## config.mk

```make
export PLATFORM = sky130hd
export DESIGN_NAME = infix_to_postfix_converter_top
export DESIGN_NICKNAME = d
export VERILOG_FILES = /design/src/hdl/itp_pkg.sv /design/src/hdl/infix_to_postfix_converter_top.sv
export SDC_FILE = /design/constraint.sdc
export NUM_CORES = 1
export LEC_CHECK = 0
export BUFFER_PORTS_ARGS = -buffer_cell sky130_fd_sc_hd__buf_2
export CORE_MARGIN = 2
export CORE_UTILIZATION = 35
export CTS_BUF_LIST = sky130_fd_sc_hd__clkbuf_8
export DETAILED_ROUTE_END_ITERATION = 16
export PLACE_DENSITY_LB_ADDON = 0.12
export SLEW_MARGIN = 10
export SYNTH_ARGS = -nofsm -noshare
export SYNTH_HDL_FRONTEND = slang
export SYNTH_SLANG_ARGS = --single-unit
```

## constraint.sdc

```tcl
create_clock -name clk_i -period 6.7 [get_ports clk_i]
set_clock_uncertainty 0.1 [all_clocks]
set_input_delay 0.67 -clock clk_i [delete_from_list [all_inputs] [get_ports clk_i]]
set_output_delay 0.67 -clock clk_i [all_outputs]
set_load 0.005 [all_outputs]
```

## src/hdl/itp_pkg.sv

```systemverilog
package itp_pkg;

  // Operator codes as they are kept on the operator stack.
  typedef enum logic [2:0] {
    OP_OPEN  = 3'd0,
    OP_PLUS  = 3'd1,
    OP_MINUS = 3'd2,
    OP_MUL   = 3'd3,
    OP_DIV   = 3'd4,
    OP_POW   = 3'd5
  } op_code_e;

  // Kind of a result transfer.
  typedef enum logic [1:0] {
    KIND_CHAR  = 2'd0,
    KIND_END   = 2'd1,
    KIND_ERROR = 2'd2
  } kind_e;

  // Class of an accepted input character.
  typedef enum logic [2:0] {
    CLS_LETTER,
    CLS_OPEN,
    CLS_CLOSE,
    CLS_OP,
    CLS_UNKNOWN,
    CLS_END
  } sym_class_e;

  // Sequencer states.
  typedef enum logic [1:0] {
    S_IDLE,
    S_LOOP,
    S_TOP,
    S_DONE
  } state_e;

  // ASCII characters the converter recognizes.
  localparam logic [7:0] CHAR_OPEN  = 8'h28;
  localparam logic [7:0] CHAR_CLOSE = 8'h29;
  localparam logic [7:0] CHAR_MUL   = 8'h2a;
  localparam logic [7:0] CHAR_PLUS  = 8'h2b;
  localparam logic [7:0] CHAR_MINUS = 8'h2d;
  localparam logic [7:0] CHAR_DIV   = 8'h2f;
  localparam logic [7:0] CHAR_POW   = 8'h5e;
  localparam logic [7:0] CHAR_A     = 8'h61;
  localparam logic [7:0] CHAR_Z     = 8'h7a;

  // Highest precedence; operators at this level associate to the right.
  localparam logic [1:0] PREC_RIGHT = 2'd3;

  // Character that a stacked operator code prints as.
  function automatic logic [7:0] code_char(logic [2:0] code);
    logic [7:0] ch;
    case (code)
      OP_OPEN:  ch = CHAR_OPEN;
      OP_PLUS:  ch = CHAR_PLUS;
      OP_MINUS: ch = CHAR_MINUS;
      OP_MUL:   ch = CHAR_MUL;
      OP_DIV:   ch = CHAR_DIV;
      OP_POW:   ch = CHAR_POW;
      default:  ch = 8'h00;
    endcase
    return ch;
  endfunction

  // Binding strength of an operator code; '(' is lowest.
  function automatic logic [1:0] code_prec(logic [2:0] code);
    logic [1:0] p;
    case (code)
      OP_PLUS, OP_MINUS: p = 2'd1;
      OP_MUL, OP_DIV:    p = 2'd2;
      OP_POW:            p = PREC_RIGHT;
      default:           p = 2'd0;
    endcase
    return p;
  endfunction

endpackage

```

## src/hdl/infix_to_postfix_converter_top.sv

```systemverilog
// Infix to postfix converter. Send one ASCII character per input transfer;
// tlast high marks the end of the expression (tdata is then ignored). Letters
// come straight out, operators and parentheses are reordered through an
// operator stack of STACK_DEPTH entries held in a small memory, and the end
// transfer flushes the stack and yields an end marker. Each result carries a
// kind in tuser (character, end, error) and tlast on the last result caused by
// one input. The block takes one input at a time and is busy until it is done
// with it: each stack entry examined costs a registered memory read of the
// stack top (S_LOOP) and then a step that acts on it (S_TOP). An item ends
// when it runs the stack empty or when it stops at an entry (an operator that
// stays below the new one, a ')' that meets its '(', or a push onto a full
// stack). A full output stage that is not drained stalls the sequencer.
module infix_to_postfix_converter_top
  import itp_pkg::*;
#(
  parameter int STACK_DEPTH = 32
) (
  input  logic       clk_i,
  input  logic       rst_ni,
  input  logic       s_axis_tvalid,
  output logic       s_axis_tready,
  input  logic [7:0] s_axis_tdata,   // [7:0] symbol
  input  logic       s_axis_tlast,   // end_of_expr
  output logic       m_axis_tvalid,
  input  logic       m_axis_tready,
  output logic [7:0] m_axis_tdata,   // [7:0] out_symbol
  output logic [1:0] m_axis_tuser,   // [1:0] kind
  output logic       m_axis_tlast    // last
);

  localparam int CW = $clog2(STACK_DEPTH + 1);
  localparam int AW = $clog2(STACK_DEPTH);

  state_e     state_q, state_d;
  sym_class_e cls_q, cls_in;
  logic [2:0] code_q, code_in;
  logic [7:0] sym_q;
  logic [CW-1:0] count_q;

  logic [2:0] mem [STACK_DEPTH];
  logic [2:0] rd_q;
  logic [AW-1:0] rd_addr;
  logic [2:0] push_code;

  logic       pend_valid_q;
  logic [7:0] pend_sym_q;
  kind_e      pend_kind_q;

  logic       m_valid_q;
  logic [7:0] m_data_q;
  kind_e      m_kind_q;
  logic       m_last_q;

  logic       in_xfer;
  logic       out_free;
  logic       emit_go;
  logic       step_ok;
  logic       flush_go;
  logic       load_out;
  logic       cnt_zero;
  logic       full;
  logic       top_is_open;
  logic       pop_ok;
  logic [1:0] top_prec;
  logic [1:0] in_prec;

  logic       emit_req;
  logic [7:0] emit_sym;
  kind_e      emit_kind;
  logic       cnt_dec;
  logic       cnt_clr;
  logic       push_we;

  assign in_xfer       = s_axis_tvalid && s_axis_tready;
  assign s_axis_tready = (state_q == S_IDLE);
  assign out_free      = !m_valid_q || m_axis_tready;
  assign emit_go       = !pend_valid_q || out_free;
  assign step_ok       = !emit_req || emit_go;
  assign flush_go      = (state_q == S_DONE) && pend_valid_q && out_free;
  assign load_out      = flush_go || (emit_req && emit_go && pend_valid_q);

  assign cnt_zero    = (count_q == '0);
  assign full        = (count_q == CW'(STACK_DEPTH));
  assign top_is_open = (rd_q == OP_OPEN);
  assign top_prec    = code_prec(rd_q);
  assign in_prec     = code_prec(code_q);
  assign pop_ok      = !top_is_open &&
                       ((top_prec > in_prec) ||
                        ((top_prec == in_prec) && (in_prec != PREC_RIGHT)));

  // Classify the incoming character.
  always_comb begin
    code_in = OP_OPEN;
    if (s_axis_tlast) begin
      cls_in = CLS_END;
    end else if (s_axis_tdata >= CHAR_A && s_axis_tdata <= CHAR_Z) begin
      cls_in = CLS_LETTER;
    end else if (s_axis_tdata == CHAR_OPEN) begin
      cls_in = CLS_OPEN;
    end else if (s_axis_tdata == CHAR_CLOSE) begin
      cls_in = CLS_CLOSE;
    end else if (s_axis_tdata == CHAR_PLUS) begin
      cls_in  = CLS_OP;
      code_in = OP_PLUS;
    end else if (s_axis_tdata == CHAR_MINUS) begin
      cls_in  = CLS_OP;
      code_in = OP_MINUS;
    end else if (s_axis_tdata == CHAR_MUL) begin
      cls_in  = CLS_OP;
      code_in = OP_MUL;
    end else if (s_axis_tdata == CHAR_DIV) begin
      cls_in  = CLS_OP;
      code_in = OP_DIV;
    end else if (s_axis_tdata == CHAR_POW) begin
      cls_in  = CLS_OP;
      code_in = OP_POW;
    end else begin
      cls_in = CLS_UNKNOWN;
    end
  end

  // Next state of the sequencer.
  always_comb begin
    state_d = state_q;
    unique case (state_q)
      S_IDLE: begin
        if (in_xfer) state_d = S_LOOP;
      end
      S_LOOP: begin
        if (step_ok) begin
          if (!cnt_zero &&
              (cls_q == CLS_END || cls_q == CLS_CLOSE || cls_q == CLS_OP)) begin
            state_d = S_TOP;
          end else begin
            state_d = S_DONE;
          end
        end
      end
      S_TOP: begin
        if (step_ok) begin
          priority case (cls_q)
            CLS_END:   state_d = S_LOOP;
            CLS_CLOSE: state_d = top_is_open ? S_DONE : S_LOOP;
            CLS_OP:    state_d = pop_ok ? S_LOOP : S_DONE;
            default:   state_d = S_DONE;
          endcase
        end
      end
      S_DONE: begin
        if (!pend_valid_q || out_free) state_d = S_IDLE;
      end
      default: state_d = S_IDLE;
    endcase
  end

  // Sequencer actions: results, stack pointer moves and pushes.
  always_comb begin
    emit_req  = 1'b0;
    emit_sym  = 8'h00;
    emit_kind = KIND_CHAR;
    cnt_dec   = 1'b0;
    cnt_clr   = 1'b0;
    push_we   = 1'b0;
    unique case (state_q)
      S_LOOP: begin
        priority case (cls_q)
          CLS_END: begin
            if (cnt_zero) begin
              emit_req  = 1'b1;
              emit_kind = KIND_END;
            end
          end
          CLS_LETTER: begin
            emit_req = 1'b1;
            emit_sym = sym_q;
          end
          CLS_OPEN: begin
            if (full) begin
              emit_req  = 1'b1;
              emit_kind = KIND_ERROR;
              cnt_clr   = 1'b1;
            end else begin
              push_we = 1'b1;
            end
          end
          CLS_CLOSE: begin
            if (cnt_zero) begin
              emit_req  = 1'b1;
              emit_kind = KIND_ERROR;
            end
          end
          CLS_OP: begin
            if (cnt_zero) push_we = 1'b1;
          end
          default: begin
            emit_req  = 1'b1;
            emit_kind = KIND_ERROR;
            cnt_clr   = 1'b1;
          end
        endcase
      end
      S_TOP: begin
        priority case (cls_q)
          CLS_END: begin
            emit_req = 1'b1;
            emit_sym = code_char(rd_q);
            cnt_dec  = 1'b1;
          end
          CLS_CLOSE: begin
            cnt_dec = 1'b1;
            if (!top_is_open) begin
              emit_req = 1'b1;
              emit_sym = code_char(rd_q);
            end
          end
          CLS_OP: begin
            if (pop_ok) begin
              emit_req = 1'b1;
              emit_sym = code_char(rd_q);
              cnt_dec  = 1'b1;
            end else if (full) begin
              emit_req  = 1'b1;
              emit_kind = KIND_ERROR;
              cnt_clr   = 1'b1;
            end else begin
              push_we = 1'b1;
            end
          end
          default: ;
        endcase
      end
      default: ;
    endcase
  end

  // Control registers: state, input class and stack pointer.
  always_ff @(posedge clk_i or negedge rst_ni) begin
    if (!rst_ni) begin
      state_q <= S_IDLE;
      cls_q   <= CLS_END;
      count_q <= '0;
    end else begin
      state_q <= state_d;
      if (in_xfer) cls_q <= cls_in;
      if (step_ok) begin
        if (cnt_clr) begin
          count_q <= '0;
        end else if (cnt_dec) begin
          count_q <= count_q - CW'(1);
        end else if (push_we) begin
          count_q <= count_q + CW'(1);
        end
      end
    end
  end

  // Captured input character.
  always_ff @(posedge clk_i) begin
    if (in_xfer) begin
      sym_q  <= s_axis_tdata;
      code_q <= code_in;
    end
  end

  // Operator stack memory with a registered read of the current top.
  assign rd_addr   = AW'(count_q - CW'(1));
  assign push_code = (cls_q == CLS_OPEN) ? OP_OPEN : code_q;

  always_ff @(posedge clk_i) begin
    if (push_we) mem[count_q[AW-1:0]] <= push_code;
    rd_q <= mem[rd_addr];
  end

  // One result is held back until it is known whether it is the last one.
  always_ff @(posedge clk_i or negedge rst_ni) begin
    if (!rst_ni) begin
      pend_valid_q <= 1'b0;
    end else if (emit_req && emit_go) begin
      pend_valid_q <= 1'b1;
    end else if (flush_go) begin
      pend_valid_q <= 1'b0;
    end
  end

  always_ff @(posedge clk_i) begin
    if (emit_req && emit_go) begin
      pend_sym_q  <= emit_sym;
      pend_kind_q <= emit_kind;
    end
  end

  // Output register.
  always_ff @(posedge clk_i or negedge rst_ni) begin
    if (!rst_ni) begin
      m_valid_q <= 1'b0;
    end else if (load_out) begin
      m_valid_q <= 1'b1;
    end else if (m_axis_tready) begin
      m_valid_q <= 1'b0;
    end
  end

  always_ff @(posedge clk_i) begin
    if (load_out) begin
      m_data_q <= pend_sym_q;
      m_kind_q <= pend_kind_q;
      m_last_q <= flush_go;
    end
  end

  assign m_axis_tvalid = m_valid_q;
  assign m_axis_tdata  = m_data_q;
  assign m_axis_tuser  = m_kind_q;
  assign m_axis_tlast  = m_last_q;

endmodule

```

==> metrics.cfg <==
[status]
outcome = completed

[worst_setup_path]
crit_fanout = 31
crit_cells = 5
arrival_ns = 3.93
critPathCaptureType = register
cpMaxStageDelayCell = ha_1
crit_start = count_q[0]
critPathMostFrequentCell = mux4_2
required_ns = 6.93
start_kind = register
r2r_cells = 5
worstPathBufferInverterCount = 1
path_delay_family = multiplexers
worst-setup-path-type = register to register
critPathMaxStageDelay_ns = 1.06
crit_chain = inv_1 > ha_1 > mux4_2 > mux4_2 > mux2_2
r2r_setup_slack_ns = 3.00
r2r-start = count_q[0]
r2r-end = rd_q[2]

[placed_design]
io_buffers = 25
gp_congestion = 0.761
placed_cells = 679
post-dp-hpwl_um = 9460
place_ws_ns = 2.97

[clock_network]
cts_resized = 0
post_cts_buffers = 0
cts_tree = built
insertion_delay_ns = 0.45
cts_buffers = 17
cts_sinks = 144
cts-root-buf = clkbuf_8
cts_buffer_depth = 2
clk_pin_slew_ns = 0.09
cts-htree-levels = 4

[final_layout]
drive_gt1_share_pct = 22.4
final_cells = 712
fin_nets = 494
insertedDiodeCount = 0
final.fill_count = 1654
area_growth_pct = 11.8

[yosys]
synthesis.area_um2 = 6490
syn-num-nets = 462
synthDistinctLibCells = 61
synthFlopType = edfxtp_1
ys_ff_latch = 144
syn_avg_cell_area_um2 = 14.8
synthCells = 438
ys_seq_area_share_pct = 65.2
ys_warn_count = 0
synthArstFlopShare_pct = 9.03
synth_edf_count = 128

[detailed_routing]
first_iter_violations = 259
via_per_inst = 5.31
drc_errors = 0
num_vias = 3781
first_pass_iters = 5
wl_per_cell_um = 19.7
routed_wl_um = 14000
route.antenna.remaining_nets = 0

[timing]
setup_viol = 0
whs_ns = 0.323
hold_viol = 0
fin_tns_setup_ns = 0
fmax_mhz = 271
period_share_pct = 55.2
max_slew_margin_pct = 30.1
slew_violations = 0
tightest_slew_ns = 1.05
worst_slack_ns = 3.00
rsz0062_at_grt = false
timing.final.crit_period_ns = 3.70

[die]
dieHeight_um = 140
die_w_um = 140
core_area_um2 = 18100
num_rows = 49
die_area_um2 = 19700
start_util_pct = 35.9
io_pins = 26

[global_route]
antenna_found_initial = 0
grt_pass1_vias = 3865
grt_pass1_wl_um = 22000
grt_usage_pct = 14.9
grt_overflow = 0
grt_start_max_net_pins = 33

[pwr]
peakVddDrop_v = 0.000211
leakage_nw = 2.42
power.density_nw_per_um2 = 405

[min_path]
min-delay-start = pend_sym_q[7]
min_to = m_axis_tdata[7]
whs_path_depth = 0
hold_class = register to register

[flow_run]
maxCapViolCount = 0

[synthesized netlist by cell type, drive strengths merged (3+ instances only)]
cell type    n  share of area, %
edfxtp     128                59
nor2        53               3.1
mux4        30                10
nand2       26               1.5
inv         14              0.81
o21ai       13               1.0
a21oi       11              0.85
dfrtp       11               4.2
ha          11               2.1
nor3        10              0.77
buf          9              0.91
nand3        9              0.69
nor2b        9              0.87
clkbuf       8              0.46
a21boi       7              0.81
a21o         6              0.69
nand3b       6              0.69
nand2b       5              0.48
or3b         5              0.67
and3         4              0.39
o21bai       4              0.46
xnor2        4              0.54
a22oi        3              0.35
dfxtp        3              0.93
mux2         3              0.52
mux2i        3              0.46
nor3b        3              0.35
nor4         3              0.29
o41ai        3              0.40
[report_power, final]
part | switching [mW] | leakage, nW | total [mW] | internal (mW)
Combinational | 0.488 | 0.865 | 0.992 | 0.504
Sequential | 0.144 | 1.36 | 1.26 | 1.12
Clock | 0.349 | 0.196 | 0.685 | 0.336
[cells in the final DEF, fill, tap and decap left out, drive strengths merged, types with 3 or more instances in the layout]
master,netlist,layout
mux4,30,30
inv,14,20
nand3,9,9
mux2i,3,3
dfxtp,3,3
nand2,26,26
o21ai,13,13
nor3b,3,3
a21oi,11,11
o41ai,3,3
nor2b,9,9
o21bai,4,4
a21o,6,6
clkinv,0,4
nand3b,6,6
a22oi,3,3
clkbuf,8,17
nand2b,5,5
nor3,10,10
buf,9,29
ha,11,11
edfxtp,128,128
and3,4,4
nor4,3,3
clkinvlp,0,3
a21boi,7,7
dfrtp,11,11
xnor2,4,4
nor2,53,53
mux2,3,3
or3b,5,5
[routing by layer]
layer	share of wire, %	wire length (µm)	GRT usage [%]	vias to the layer above
met2	49	6910	24.8	100
met4	1.4	194	4.73	0
met5	0	0	0	-
met1	45	6270	19.6	1899
met3	4.4	616	3.45	14
li1	-	-	-	1768
[sequential cells by signal (all words and copies together), names as in the netlist]
name and cells:
state_q 2, m_axis_tvalid 1, rd_q 3, m_axis_tlast 1, m_axis_tuser 2, code_q 3, pend_kind_q 2, m_axis_tdata 8
pend_sym_q 8, mem 96, sym_q 8, count_q 6, cls_q 3, pend_valid_q 1
[stage by stage]
step / power (mW) / instance area [µm²] / utilization [%]
finish: 2.94 / 7260 / 40.1
detailed placement: 2.28 / 6850 / 37.9
CTS: 2.97 / 7260 / 40.1
floorplan: 2.03 / 6490 / -
global placement: 2.27 / 6850 / 37.9
global route: 3.11 / 7260 / 40.1
[worst max-delay path by stage]
stage | slack [ns] | to
floorplan | 3.64 | m_axis_tdata[0]
global placement | 3.10 | rd_q[0]
detailed placement | 2.97 | rd_q[2]
CTS | 2.93 | rd_q[2]
global route | 2.70 | rd_q[1]
finish | 3.00 | rd_q[2]
[cells by family after synthesis]
| logic type | synth area share (%) |
|---|---|
| AND/OR/NAND/NOR | 11.5 |
| flip-flops | 65.2 |
| AO/OA/AOI/OAI | 6.77 |
| multiplexers | 11.4 |
| buffers and inverters | 2.18 |
| adder cells (fa/ha/maj) | 2.12 |
| XOR/XNOR | 0.810 |
[area by class of cell]
| class | instances | area [µm²] | area share [%] |
|---|---|---|---|
| inverter | 14 | 52.6 | 0.724 |
| clock inverter | 15 | 161 | 2.22 |
| sequential | 144 | 4230 | 58.3 |
| multi-input combinational | 263 | 2130 | 29.3 |
| tap | 229 | 287 | 3.95 |
| clock buffer | 17 | 234 | 3.22 |
| timing repair buffer | 30 | 165 | 2.28 |
[worst reg2reg max path, cell delays in order, from the launching register on]
cell and delay, ns:
dfrtp_2 0.95, inv_1 0.26, ha_1 1.06, mux4_2 0.45
mux4_2 0.48, mux2_2 0.28
[what timing repair did]
action,in CTS,in global routing
setup endpoints to repair,0,0
hold buffers,1,0
hold endpoints to repair,6,0
Note: power is estimated with default switching activity, not from simulation.
